### src/rtl/core/bffs_pkg.sv
package bffs_pkg;

    // configuration register indexes
    localparam logic [1:0] CFG_START_CHAR = 2'd0;
    localparam logic [1:0] CFG_END_CHAR   = 2'd1;
    localparam logic [1:0] CFG_SEP_CHAR   = 2'd2;

    // reset values of the delimiter registers
    localparam logic [7:0] START_CHAR_RST = 8'd91;
    localparam logic [7:0] END_CHAR_RST   = 8'd93;
    localparam logic [7:0] SEP_CHAR_RST   = 8'd44;

    localparam int CFG_IDX_W  = 2;
    localparam int CFG_DATA_W = 8;

    // delimiter set
    typedef struct packed {
        logic [7:0] start_char;
        logic [7:0] end_char;
        logic [7:0] separator_char;
    } bffs_cfg_t;

    // one result word
    typedef struct packed {
        logic [2:0] field_index;
        logic [4:0] char_index;
        logic [7:0] out_char;
        logic       char_valid;
        logic       end_of_field;
        logic       end_of_frame;
        logic       frame_restart;
        logic       overflow;
    } bffs_res_t;

endpackage

### src/rtl/core/bffs_cfg_regs.sv
module bffs_cfg_regs
    import bffs_pkg::*;
(
    input  logic                  clk,
    input  logic                  rst_n,
    input  logic                  cfg_we,
    input  logic [CFG_IDX_W-1:0]  cfg_index,
    input  logic [CFG_DATA_W-1:0] cfg_data,
    output bffs_cfg_t             cfg
);

    bffs_cfg_t cfg_reg;
    bffs_cfg_t cfg_next;

    // decode the register write
    always_comb
    begin
        cfg_next = cfg_reg;
        if (cfg_we)
        begin
            case (cfg_index)
                CFG_START_CHAR: cfg_next.start_char     = cfg_data;
                CFG_END_CHAR:   cfg_next.end_char       = cfg_data;
                CFG_SEP_CHAR:   cfg_next.separator_char = cfg_data;
                default:        cfg_next                = cfg_reg;
            endcase
        end
    end

    always_ff @(posedge clk or negedge rst_n)
    begin
        if (!rst_n)
        begin
            cfg_reg.start_char     <= START_CHAR_RST;
            cfg_reg.end_char       <= END_CHAR_RST;
            cfg_reg.separator_char <= SEP_CHAR_RST;
        end
        else
        begin
            cfg_reg <= cfg_next;
        end
    end

    assign cfg = cfg_reg;

endmodule

### src/rtl/core/bffs_parser.sv
module bffs_parser
    import bffs_pkg::*;
#(
    parameter int MAX_FIELDS    = 6,
    parameter int MAX_FIELD_LEN = 32,
    parameter int MAX_PAYLOAD   = 128
)
(
    input  logic       clk,
    input  logic       rst_n,
    input  bffs_cfg_t  cfg,
    input  logic [7:0] byte_in,
    input  logic       fire,
    output logic       has_res,
    output bffs_res_t  res
);

    localparam int FC_W = (MAX_FIELDS > 1) ? $clog2(MAX_FIELDS) : 1;
    localparam int CC_W = $clog2(MAX_FIELD_LEN + 1);
    localparam int PC_W = $clog2(MAX_PAYLOAD + 1);

    localparam logic [FC_W-1:0] FC_LAST = FC_W'(MAX_FIELDS - 1);
    localparam logic [CC_W-1:0] CC_FULL = CC_W'(MAX_FIELD_LEN);
    localparam logic [PC_W-1:0] PC_FULL = PC_W'(MAX_PAYLOAD);

    logic            in_frame_reg, in_frame_next;
    logic [FC_W-1:0] fc_reg, fc_next;
    logic [CC_W-1:0] cc_reg, cc_next;
    logic [PC_W-1:0] pc_reg, pc_next;

    logic is_start;
    logic is_end;
    logic is_sep;

    // delimiter match, start wins over end, end over separator
    assign is_start = (byte_in == cfg.start_char);
    assign is_end   = (byte_in == cfg.end_char);
    assign is_sep   = (byte_in == cfg.separator_char);

    // classify the byte and update the frame counters
    always_comb
    begin
        in_frame_next = in_frame_reg;
        fc_next       = fc_reg;
        cc_next       = cc_reg;
        pc_next       = pc_reg;
        has_res       = 1'b0;
        res           = '0;
        res.field_index = 3'(fc_reg);

        if (is_start)
        begin
            in_frame_next     = 1'b1;
            fc_next           = '0;
            cc_next           = '0;
            pc_next           = '0;
            has_res           = in_frame_reg;
            res.field_index   = '0;
            res.frame_restart = 1'b1;
        end
        else if (in_frame_reg)
        begin
            has_res = 1'b1;
            if (is_end)
            begin
                res.end_of_field = 1'b1;
                res.end_of_frame = 1'b1;
                in_frame_next    = 1'b0;
                fc_next          = '0;
                cc_next          = '0;
                pc_next          = '0;
            end
            else if (pc_reg == PC_FULL)
            begin
                res.overflow = 1'b1;
            end
            else if (is_sep)
            begin
                if (fc_reg == FC_LAST)
                begin
                    res.overflow = 1'b1;
                end
                else
                begin
                    res.end_of_field = 1'b1;
                    fc_next          = fc_reg + 1'b1;
                    cc_next          = '0;
                    pc_next          = pc_reg + 1'b1;
                end
            end
            else if (cc_reg == CC_FULL)
            begin
                res.overflow = 1'b1;
            end
            else
            begin
                res.char_index = 5'(cc_reg);
                res.out_char   = byte_in;
                res.char_valid = 1'b1;
                cc_next        = cc_reg + 1'b1;
                pc_next        = pc_reg + 1'b1;
            end
        end
    end

    always_ff @(posedge clk or negedge rst_n)
    begin
        if (!rst_n)
        begin
            in_frame_reg <= 1'b0;
            fc_reg       <= '0;
            cc_reg       <= '0;
            pc_reg       <= '0;
        end
        else if (fire)
        begin
            in_frame_reg <= in_frame_next;
            fc_reg       <= fc_next;
            cc_reg       <= cc_next;
            pc_reg       <= pc_next;
        end
    end

endmodule

### src/rtl/core/bracket_frame_field_splitter_core.sv
// a byte goes from the input register via the parse into the result register
// throughput: one byte per cycle; a byte with a result waits while the result
// register holds a stalled word; the parse is a single pass of compares and
// counter updates between the input register and the result register
// bytes that give no result leave the input register even while a result waits
// reset: asynchronous, clears the frame state and the valid flags and loads
// the delimiters with '[', ']' and ','
module bracket_frame_field_splitter_core
    import bffs_pkg::*;
#(
    parameter int MAX_FIELDS    = 6,
    parameter int MAX_FIELD_LEN = 32,
    parameter int MAX_PAYLOAD   = 128
)
(
    input  logic                  clk,
    input  logic                  rst_n,
    input  logic                  cfg_we,
    input  logic [CFG_IDX_W-1:0]  cfg_index,
    input  logic [CFG_DATA_W-1:0] cfg_data,
    input  logic                  in_valid,
    output logic                  in_stall,
    input  logic [7:0]            rx_byte,
    output logic                  out_valid,
    input  logic                  out_stall,
    output logic [2:0]            field_index,
    output logic [4:0]            char_index,
    output logic [7:0]            out_char,
    output logic                  char_valid,
    output logic                  end_of_field,
    output logic                  end_of_frame,
    output logic                  frame_restart,
    output logic                  overflow
);

    bffs_cfg_t  cfg;
    bffs_res_t  res;
    logic       has_res;
    logic       fire;
    logic       out_free;

    logic       in_valid_reg;
    logic [7:0] in_byte_reg;
    logic       out_valid_reg;
    bffs_res_t  out_res_reg;

    bffs_cfg_regs u_cfg (
        .clk       (clk),
        .rst_n     (rst_n),
        .cfg_we    (cfg_we),
        .cfg_index (cfg_index),
        .cfg_data  (cfg_data),
        .cfg       (cfg)
    );

    bffs_parser #(
        .MAX_FIELDS    (MAX_FIELDS),
        .MAX_FIELD_LEN (MAX_FIELD_LEN),
        .MAX_PAYLOAD   (MAX_PAYLOAD)
    ) u_parser (
        .clk     (clk),
        .rst_n   (rst_n),
        .cfg     (cfg),
        .byte_in (in_byte_reg),
        .fire    (fire),
        .has_res (has_res),
        .res     (res)
    );

    // handshake between input register and result register
    assign out_free = !out_valid_reg || !out_stall;
    assign fire     = in_valid_reg && (out_free || !has_res);
    assign in_stall = in_valid_reg && !fire;

    // input register
    always_ff @(posedge clk or negedge rst_n)
    begin
        if (!rst_n)
        begin
            in_valid_reg <= 1'b0;
        end
        else if (!in_stall)
        begin
            in_valid_reg <= in_valid;
        end
    end

    always_ff @(posedge clk)
    begin
        if (in_valid && !in_stall)
        begin
            in_byte_reg <= rx_byte;
        end
    end

    // result register
    always_ff @(posedge clk or negedge rst_n)
    begin
        if (!rst_n)
        begin
            out_valid_reg <= 1'b0;
        end
        else if (out_free)
        begin
            out_valid_reg <= fire && has_res;
        end
    end

    always_ff @(posedge clk)
    begin
        if (out_free && fire && has_res)
        begin
            out_res_reg <= res;
        end
    end

    // result word ports
    assign out_valid     = out_valid_reg;
    assign field_index   = out_res_reg.field_index;
    assign char_index    = out_res_reg.char_index;
    assign out_char      = out_res_reg.out_char;
    assign char_valid    = out_res_reg.char_valid;
    assign end_of_field  = out_res_reg.end_of_field;
    assign end_of_frame  = out_res_reg.end_of_frame;
    assign frame_restart = out_res_reg.frame_restart;
    assign overflow      = out_res_reg.overflow;

endmodule

### config.mk
export PLATFORM = sky130hd
export DESIGN_NAME = bracket_frame_field_splitter_core
export DESIGN_NICKNAME = d
export VERILOG_FILES = /design/src/rtl/core/bffs_pkg.sv /design/src/rtl/core/bffs_cfg_regs.sv /design/src/rtl/core/bffs_parser.sv /design/src/rtl/core/bracket_frame_field_splitter_core.sv
export SDC_FILE = /design/constraint.sdc
export NUM_CORES = 1
export LEC_CHECK = 0
export BUFFER_PORTS_ARGS = -buffer_cell sky130_fd_sc_hd__buf_2
export CAP_MARGIN = 0
export CORE_ASPECT_RATIO = 1.25
export CORE_MARGIN = 3
export CORE_UTILIZATION = 50
export DETAILED_ROUTE_END_ITERATION = 7
export HOLD_SLACK_MARGIN = 0.02
export PLACE_DENSITY_LB_ADDON = 0.12
export SLEW_MARGIN = 20
export SYNTH_ARGS = -nofsm -noshare
export SYNTH_HDL_FRONTEND = slang
export SYNTH_SLANG_ARGS = --single-unit
### constraint.sdc
create_clock -name clk -period 2.3 [get_ports clk]
set_clock_uncertainty 0.15 [all_clocks]
set_input_delay 0.345 -clock clk [delete_from_list [all_inputs] [get_ports clk]]
set_output_delay 0.345 -clock clk [all_outputs]
set_load 0.02 [all_outputs]
==> impl_metrics.py, run 1 <==
metrics = {
    "status": {
        "outcome": "complete, no violations",
    },
    "synthesis": {
        "ys_ff_latch": 73,
        "synthDominantCellAreaShare_pct": 25.6,
        "post_synth_inst_count": 266,
        "syn_nets": 295,
        "netlist_top_cells_count": "31 x dfrtp_1, 29 x edfxtp_1, 25 x mux2_2",
        "synth_largest_area_cell": "edfxtp_1",
        "synth_cell_type_count": 45,
        "post-synth-top-count-cell": "dfrtp_1",
        "synth-async-reset-ratio_pct": 60.3,
        "synth_area_leaders": "edfxtp_1 26%, dfrtp_1 23%, dfstp_2 10%, mux2_2 8.3%, xnor2_1 6.2%",
        "syn_area_per_cell_um2": 12.8,
        "post_syn_area_um2": 3400,
        "yosys_warnings": 0,
        "synth_top_flop_cell": "dfrtp_1",
        "synth_enable_flop_cells": 29,
        "seq_area_frac_synth_pct": 58.4,
    },
    "grt": {
        "grt_usage_pct": 19.0,
        "globalRoute.totalOverflow": 0,
        "grt_start_max_net_pins": 45,
        "antenna_found_initial": 0,
        "grt_pass1_wl_mm": 11.4,
        "via_count_of_the_first_global_routing_pass": 2394,
    },
    "placement": {
        "port_buffers": 45,
        "place_congestion": 0.838,
        "post-place-cells": 411,
        "place.detailed.hpwl_mm": 5.02,
        "placedInstanceArea_um2": 3860,
    },
    "finish": {
        "synthToLayoutAreaGrowth_pct": 22.8,
        "post_route_cells_drive_above_1_share_pct": 38.8,
        "stdcell_count": 435,
        "fillCellCount": 529,
        "postLayoutCellArea_um2": 4180,
        "largest_reg_flops": 24,
        "antenna-diode-count": 0,
        "nNetsFinal": 372,
    },
    "power": {
        "peakVddDrop_v": 0.000610,
        "p_leak_nw": 1.71,
        "power_density_nw_per_um2": 915,
    },
    "drt": {
        "dr.first_iter.drc_count": 133,
        "routedWlPerCell_um": 16.1,
        "firstDrtPassIters": 4,
        "route.vias.total": 2345,
        "total_wirelength_mm": 6.99,
        "final_antenna_net_count": 0,
        "drt_drc_violations_left": 0,
        "viasPerCell": 5.39,
    },
    "clock_network": {
        "cts_max_level": 3,
        "clk_transition_reported_paths_ns": 0.08,
        "clk_root_buffer_cell": "clkbuf_8",
        "tritoncts": "built",
        "clockBufferDepth": 2,
        "worst_skew_pair.late_latency_ns": 0.35,
        "numCtsBuffers": 9,
        "clock_sink_count": 73,
    },
    "floorplan": {
        "fp.dieW_um": 79.8,
        "die_area_um2": 7840,
        "die_h_um": 98.3,
        "design.core.area_um2": 6570,
        "ios": 46,
        "std_cell_rows": 33,
        "initial_utilization_pct": 51.9,
    },
    "timing": {
        "worst_slew_margin_rel_pct": 61.3,
        "finalHoldViolCount": 0,
        "finalSetupViolCount": 0,
        "fmax_mhz": 455,
        "worst_slew_pin_slew_ns": 0.580,
        "fin_hold_ws_ns": 0.0318,
        "rsz0062_at_grt": "yes",
        "final.period_utilization_pct": 95.6,
        "final-max-slew-violation-count": 0,
        "period_needed_ns": 2.20,
    },
    "setup_path": {
        "cp.required_ns": 2.41,
        "crit_family": "simple AND/OR/NAND/NOR gates",
        "worst_path_max_delay_cell": "edfxtp_1",
        "crit_path_cell_trace": "xnor2_1 -> nand4_1 -> nor2_1 -> buf_6 -> o21ai_1 -> buf_4 -> or4_1 -> o21ai_0",
        "rr_startpoint": "in_byte_reg[1]$_DFFE_PP_",
        "worstSetupPathType": "flip-flop to flip-flop",
        "worst-endpoint-arrival_ns": 2.31,
        "timing.reg2reg.worst_path_depth": 8,
        "regToRegSetupSlack_ns": 0.10,
        "worst_path_largest_cell_delay_ns": 0.49,
        "critical_path.startpoint_type": "flip-flop",
        "critPathCaptureType": "flip-flop",
        "worst-path-max-fanout": 15,
        "r2r-end": "u_parser.fc_reg[1]$_DFFE_PN0P_",
        "worst-path-buf-inv": 2,
    },
    "min_path": {
        "min_delay_worst_endpoint": "in_byte_reg[0]$_DFFE_PP_",
        "hold_path.startpoint": "rx_byte[0]",
        "timing.hold.worst_path_depth": 1,
        "hold_path_class": "input port to flip-flop",
    },
    "run": {
        "timing.max_cap.violations": 0,
    },
}
[cell type report]
| cell class | instances | area [um2] | area share [%] |
|---|---|---|---|
| tap | 87 | 109 | 2.60 |
| sequential | 73 | 1990 | 47.6 |
| multi-input combinational | 176 | 1370 | 32.8 |
| clock buffer | 9 | 124 | 2.96 |
| timing repair buffer | 73 | 454 | 10.9 |
| inverter | 10 | 37.5 | 0.898 |
| clock inverter | 7 | 95.1 | 2.27 |
[per-stage QoR]
stage                     setup slack (ns)  TNS [ns]  util [%]  total power (W)
final                                0.101         0      63.7          0.00383
after global routing               -0.0276   -0.0973      63.7          0.00403
after CTS                           0.0422         0      63.0          0.00383
after detailed placement            0.0624         0      58.7          0.00272
after global placement              0.0896         0      58.7          0.00269
after floorplan                     0.0161         0         -          0.00240
[placed cells by master (no fill, tap or decap), types with 13 or more instances in the layout]
master,n
and2_1,14
buf_2,45
buf_4,21
dfrtp_1,31
dfstp_2,13
edfxtp_1,29
mux2_2,25
nand2_1,15
nand3_1,14
xnor2_1,22
[repair_timing]
action / 4_1_cts / 5_1_grt
hold buffers: 6 / 0
buffers inserted: 0 / 2
gates resized for setup: 0 / 6
hold endpoints to repair: 36 / 0
endpoints found under the setup margin: 0 / 28
[routing by layer]
metal	global-route usage, %	part of all wire (%)
met4	8.06	2.2
met5	0	0
met3	3.60	3.4
met1	23.9	42
met2	31.7	52
[how the worst max path moves through the flow]
stage / start / to / slack, ns / depth (start not counted)
global route: u_parser.pc_reg[1]$_DFFE_PN0P_ / u_parser.pc_reg[7]$_DFFE_PN0P_ / -0.03 / 9
CTS: in_byte_reg[7]$_DFFE_PP_ / u_parser.fc_reg[1]$_DFFE_PN0P_ / 0.04 / 8
detailed placement: in_byte_reg[7]$_DFFE_PP_ / u_parser.fc_reg[1]$_DFFE_PN0P_ / 0.06 / 8
global placement: in_byte_reg[7]$_DFFE_PP_ / out_char[6]$_SDFFCE_PP0P_ / 0.09 / 7
floorplan: u_parser.in_frame_reg$_DFFE_PN0P_ / char_index[0]$_SDFFCE_PP0P_ / 0.02 / 3
finish: in_byte_reg[1]$_DFFE_PP_ / u_parser.fc_reg[1]$_DFFE_PN0P_ / 0.10 / 8
[power by group]
| part | switching, W | leakage, nW | internal, W |
|---|---|---|---|
| Sequential | 0.000155 | 0.738 | 0.00161 |
| Combinational | 0.000483 | 0.867 | 0.000463 |
| Clock | 0.000501 | 0.109 | 0.000610 |
| Total | 0.00114 | 1.71 | 0.00269 |
[worst register-to-register path, cell delays in order (launching register included)]
cell and delay (ns):
edfxtp_1 0.49, xnor2_1 0.23, nand4_1 0.12, nor2_1 0.15, buf_6 0.18, o21ai_1 0.11, buf_4 0.21, or4_1 0.39
o21ai_0 0.10
[cells by family (layout without fill, tap and decap cells)]
| logic type | count (synthesis) | after routing | share of synthesized area (%) |
|---|---|---|---|
| and+or+nand+nor | 89 | 89 | 15.9 |
| xor gates and xnor gates | 24 | 24 | 6.17 |
| muxes | 28 | 28 | 9.15 |
| DFF | 73 | 73 | 58.4 |
| adders and majority gates | 6 | 6 | 2.21 |
| AOI/OAI and AO/OA | 29 | 29 | 6.03 |
| buffers and inverters | 17 | 99 | 2.17 |
No activity file was read; power rests on OpenSTA's default activity.
==> run 2, diff against run 1 <==
- BUFFER_PORTS_ARGS: -buffer_cell sky130_fd_sc_hd__buf_2 -> unset
- DONT_BUFFER_PORTS: unset -> 1
- PLACE_DENSITY_LB_ADDON: 0.12 -> 0.3
==> run 2 against run 1 <==
Effect of this change:
- fmax increased by 0.66%
- clock-buffer cell count unchanged
- via count down 4.0%
- highest routed layer unchanged
- sequential share of layout area is 1.2 points higher
- first-iteration DRC count rose by 41%
- clock power is 11% lower
- critical path type unchanged
==> impl_metrics.py, run 2 (synthesis gave the netlist of run 1 again) <==
metrics = {
    "grt": {
        "global_route.usage.met1_pct": 23.0,
        "via_count_of_the_first_global_routing_pass": 2282,
        "globalRoute.totalOverflow": 0,
        "grt.met3_usage_pct": 4.06,
        "grt_start_max_net_pins": 45,
        "grt_pass1_wl_mm": 11.3,
        "grt_usage_pct": 19.1,
        "globalRouteMet2Util_pct": 32.5,
        "global_route.peak_usage_layer": "met2",
        "antenna_found_initial": 0,
    },
    "drt": {
        "firstDrtPassIters": 4,
        "routedWlPerCell_um": 17.0,
        "final_antenna_net_count": 0,
        "route.vias.total": 2251,
        "drt_drc_violations_left": 0,
        "dr.first_iter.drc_count": 187,
        "total_wirelength_mm": 6.83,
        "viasPerCell": 5.59,
    },
    "run": {
        "timing.max_cap.violations": 0,
    },
    "finish": {
        "fillCellCount": 477,
        "finish.utilization_pct": 62.1,
        "stdcell_count": 403,
        "synthToLayoutAreaGrowth_pct": 19.8,
        "mostFrequentLayoutCells": "30 x dfrtp_1, 29 x edfxtp_1, 25 x mux2_2",
        "nNetsFinal": 340,
        "post_route_cells_drive_above_1_share_pct": 28.5,
        "antenna-diode-count": 0,
        "largest_reg_flops": 24,
        "mostFrequentLayoutCell": "dfrtp_1",
    },
    "status": {
        "outcome": "complete, no violations",
    },
    "power": {
        "power_density_nw_per_um2": 894,
        "peakVddDrop_v": 0.000479,
        "p_leak_nw": 1.56,
    },
    "floorplan": {
        "fp.dieW_um": 79.8,
        "std_cell_rows": 33,
        "die_area_um2": 7840,
        "initial_utilization_pct": 51.9,
        "design.core.area_um2": 6570,
        "ios": 46,
        "die_h_um": 98.3,
    },
    "timing": {
        "rsz0062_at_grt": "no",
        "period_needed_ns": 2.18,
        "finalSetupViolCount": 0,
        "final-max-slew-violation-count": 0,
        "worst_slew_pin_slew_ns": 0.491,
        "finalHoldViolCount": 0,
        "final.period_utilization_pct": 95.0,
        "timing.setup.tns_ns": 0,
        "fmax_mhz": 458,
        "worst_slew_margin_rel_pct": 67.1,
    },
    "setup_path": {
        "worst-path-max-fanout": 8,
        "worst-endpoint-arrival_ns": 2.32,
        "critPathCaptureType": "flip-flop",
        "startpoint": "in_byte_reg[2]$_DFFE_PP_",
        "critical_path.startpoint_type": "flip-flop",
        "cp.required_ns": 2.43,
        "rr_startpoint": "in_byte_reg[2]$_DFFE_PP_",
        "worstSetupPathType": "flip-flop to flip-flop",
    },
    "placement": {
        "place.detailed.hpwl_mm": 4.79,
        "post-place-cells": 365,
        "port_buffers": 0,
        "place_congestion": 0.786,
    },
    "clock_network": {
        "worst_skew_pair.late_latency_ns": 0.35,
        "clk_root_buffer_cell": "clkbuf_8",
        "cts_max_level": 3,
        "clk_transition_reported_paths_ns": 0.08,
        "numCtsBuffers": 9,
        "clockBufferDepth": 2,
        "tritoncts": "built",
        "clock_sink_count": 73,
    },
    "min_path": {
        "hold_path_class": "input port to flip-flop",
        "hold_path.startpoint": "out_stall",
    },
}
run 2: what timing repair did:
action | in CTS | in global routing
gates resized for setup | 0 | 7
buffers inserted | 0 | 2
endpoints found under the hold margin | 78 | 0
setup endpoints to repair | 0 | 13
hold buffers | 20 | 0
run 2: metal layers:
layer	up-vias	routed length (um)	part of all wire [%]
met4	0	170	2.5
li1	1067	-	-
met5	-	0	0
met1	1093	2680	39
met3	17	305	4.5
met2	74	3670	54
run 2: area by class of cell:
cell class                 count  area (um2)  area share [%]
timing repair buffer          41         379            9.29
clock buffer                   9         124            3.04
clock inverter                 7        70.1            1.72
inverter                      10        37.5           0.920
multi-input combinational    176        1370            33.6
sequential                    73        1990            48.8
tap                           87         109            2.67
run 2: metrics by stage:
stage	power (W)	hold slack (ns)	setup WS [ns]	cell area, um2
detailed placement	0.00263	-0.0986	0.0760	3620
global route	0.00386	0.0764	0.00124	4080
CTS	0.00368	0.0534	0.0595	4040
finish	0.00365	0.0539	0.116	4080
global placement	0.00259	-0.0986	0.0904	3620
floorplan	0.00240	-0.101	0.0161	3400
run 2: worst paths after layout:
check	slack, ns	to	cells after the start
max	0.12	u_parser.pc_reg[6]$_DFFE_PN0P_	7
min reg2reg	0.37	u_parser.fc_reg[0]$_DFFE_PN0P_	1
max in group asynchronous	1.38	u_cfg.cfg[22]$_DFFE_PN1P_	2
min in group asynchronous	0.35	u_parser.pc_reg[6]$_DFFE_PN0P_	2
max reg2reg	0.12	u_parser.pc_reg[6]$_DFFE_PN0P_	7
min	0.05	in_valid_reg$_DFFE_PN0N_	2
run 2: critical path: stages (launching register included):
cell and delay (ns):
edfxtp_1 0.48, xnor2_1 0.19, nand4_1 0.12, nor2_2 0.06, buf_4 0.16, nand4bb_2 0.33
or4_1 0.52, nand3_1 0.09
run 2: power by group:
| group | leakage (nW) | internal (W) | switching, W |
|---|---|---|---|
| sequential | 0.737 | 0.00162 | 0.000206 |
| clock | 0.0893 | 0.000498 | 0.000492 |
| combinational | 0.732 | 0.000425 | 0.000405 |
==> run 3, diff against run 2 <==
- REMOVE_ABC_BUFFERS: unset -> 1
==> run 3 against run 2 <==
Effect of this change:
- clock power increased by 8%
- flip-flop and latch count unchanged
- largest power group unchanged
- clock-buffer cell count increased by 1
- critical path depth unchanged
- highest routed layer unchanged
==> impl_metrics.py, run 3 (synthesis gave the netlist of run 1 again) <==
metrics = {
    "power": {
        "peakVddDrop_v": 0.000612,
        "power_density_nw_per_um2": 913,
        "p_leak_nw": 1.61,
    },
    "timing": {
        "worst_slew_pin_slew_ns": 0.527,
        "timing.setup.tns_ns": 0,
        "finalSetupViolCount": 0,
        "final.period_utilization_pct": 96.1,
        "fmax_mhz": 452,
        "final-max-slew-violation-count": 0,
        "finalHoldViolCount": 0,
        "worst_slew_margin_rel_pct": 64.7,
        "fin_hold_ws_ns": 0.103,
        "period_needed_ns": 2.21,
    },
    "placement": {
        "place_congestion": 0.859,
        "place.detailed.hpwl_mm": 4.85,
        "port_buffers": 0,
    },
    "finish": {
        "mostFrequentLayoutCell": "dfrtp_1",
        "nNetsFinal": 341,
        "mostFrequentLayoutCells": "31 x dfrtp_1, 29 x edfxtp_1, 25 x mux2_2",
        "synthToLayoutAreaGrowth_pct": 20.9,
        "fillCellCount": 498,
        "largest_reg_flops": 24,
        "antenna-diode-count": 0,
        "post_route_cells_drive_above_1_share_pct": 29.3,
    },
    "status": {
        "outcome": "complete, no violations",
    },
    "grt": {
        "grt_usage_pct": 18.7,
        "grt_pass1_wl_mm": 11.1,
        "globalRoute.totalOverflow": 0,
        "antenna_found_initial": 0,
        "via_count_of_the_first_global_routing_pass": 2279,
        "grt_start_max_net_pins": 45,
    },
    "floorplan": {
        "die_area_um2": 7840,
        "ios": 46,
        "die_h_um": 98.3,
        "std_cell_rows": 33,
        "design.core.area_um2": 6570,
        "initial_utilization_pct": 51.9,
        "fp.dieW_um": 79.8,
    },
    "clock_network": {
        "clockBufferDepth": 2,
        "clk_root_buffer_cell": "clkbuf_8",
        "worst_skew_pair.late_latency_ns": 0.34,
        "numCtsBuffers": 9,
        "clock_sink_count": 73,
        "cts_max_level": 3,
        "tritoncts": "built",
        "clk_transition_reported_paths_ns": 0.07,
    },
    "setup_path": {
        "cp.required_ns": 2.40,
        "critPathCaptureType": "flip-flop",
        "worst-endpoint-arrival_ns": 2.32,
        "worstSetupPathType": "flip-flop to flip-flop",
        "regToRegSetupSlack_ns": 0.09,
        "timing.reg2reg.worst_path_depth": 7,
        "worst-path-max-fanout": 7,
        "critical_path.startpoint_type": "flip-flop",
    },
    "drt": {
        "route.vias.total": 2278,
        "dr.first_iter.drc_count": 153,
        "firstDrtPassIters": 4,
        "final_antenna_net_count": 0,
        "routedWlPerCell_um": 17.0,
        "viasPerCell": 5.64,
        "total_wirelength_mm": 6.88,
        "drt_drc_violations_left": 0,
    },
    "min_path": {
        "timing.hold.worst_path_depth": 2,
        "hold_path_class": "input port to flip-flop",
    },
    "run": {
        "timing.max_cap.violations": 0,
    },
}
[run 3: report_power, final]
group | internal [W] | switching, W
Clock | 0.000606 | 0.000462
Combinational | 0.000446 | 0.000433
Sequential | 0.00162 | 0.000194
Total | 0.00267 | 0.00109
[run 3: path summary, 6_finish.rpt]
check,from,end
setup reg to reg,in_byte_reg[1]$_DFFE_PP_,u_parser.fc_reg[1]$_DFFE_PN0P_
hold reg to reg,u_parser.fc_reg[0]$_DFFE_PN0P_,u_parser.fc_reg[0]$_DFFE_PN0P_
min in group asynchronous,rst_n,u_cfg.cfg[23]$_DFFE_PN0P_
hold / removal,out_stall,in_valid_reg$_DFFE_PN0N_
max in group asynchronous,rst_n,u_cfg.cfg[11]$_DFFE_PN1P_
setup / recovery,in_byte_reg[1]$_DFFE_PP_,u_parser.fc_reg[1]$_DFFE_PN0P_
[run 3: worst max-delay path: stages, from the launching register on]
cell and delay [ns]:
edfxtp_1 0.49, xnor2_1 0.18, nand4_1 0.13, nor2_2 0.09, buf_4 0.16, or2_2 0.34
or4_1 0.50, o21ai_0 0.09
[run 3: stage by stage]
| step | power (W) | instances | utilization (%) | cell area (um2) | setup WS [ns] |
|---|---|---|---|---|---|
| global route | 0.00396 | 404 | 62.7 | 4120 | -0.00553 |
| finish | 0.00376 | 404 | 62.7 | 4120 | 0.0898 |
| floorplan | 0.00238 | 259 | - | 3370 | -0.220 |
| detailed placement | 0.00264 | 363 | 55.0 | 3610 | 0.0214 |
| global placement | 0.00261 | 363 | 55.0 | 3610 | 0.0580 |
| CTS | 0.00375 | 399 | 61.5 | 4040 | 0.0536 |
[run 3: layer usage]
metal	part of all wire [%]	vias up	GRT usage [%]	wire, um
li1	-	1061	-	-
met4	2.6	0	7.80	181
met2	51	81	30.8	3480
met3	6.1	13	6.00	418
met1	41	1123	22.4	2800
met5	0	-	0	0
[run 3: timing repair]
action / in CTS / in global routing
endpoints found under the setup margin: 1 / 28
pin swaps: 0 / 1
endpoints found under the hold margin: 78 / 0
buffers inserted: 0 / 3
hold buffers: 20 / 0
resized for setup: 1 / 10
gates cloned: 0 / 2
[run 3: cell type report]
cell class	instances	area, um2	area share, %
multi-input combinational	176	1390	33.7
sequential	73	1990	48.3
clock buffer	10	128	3.10
inverter	10	37.5	0.912
timing repair buffer	42	382	9.27
clock inverter	6	82.6	2.01
tap	87	109	2.65
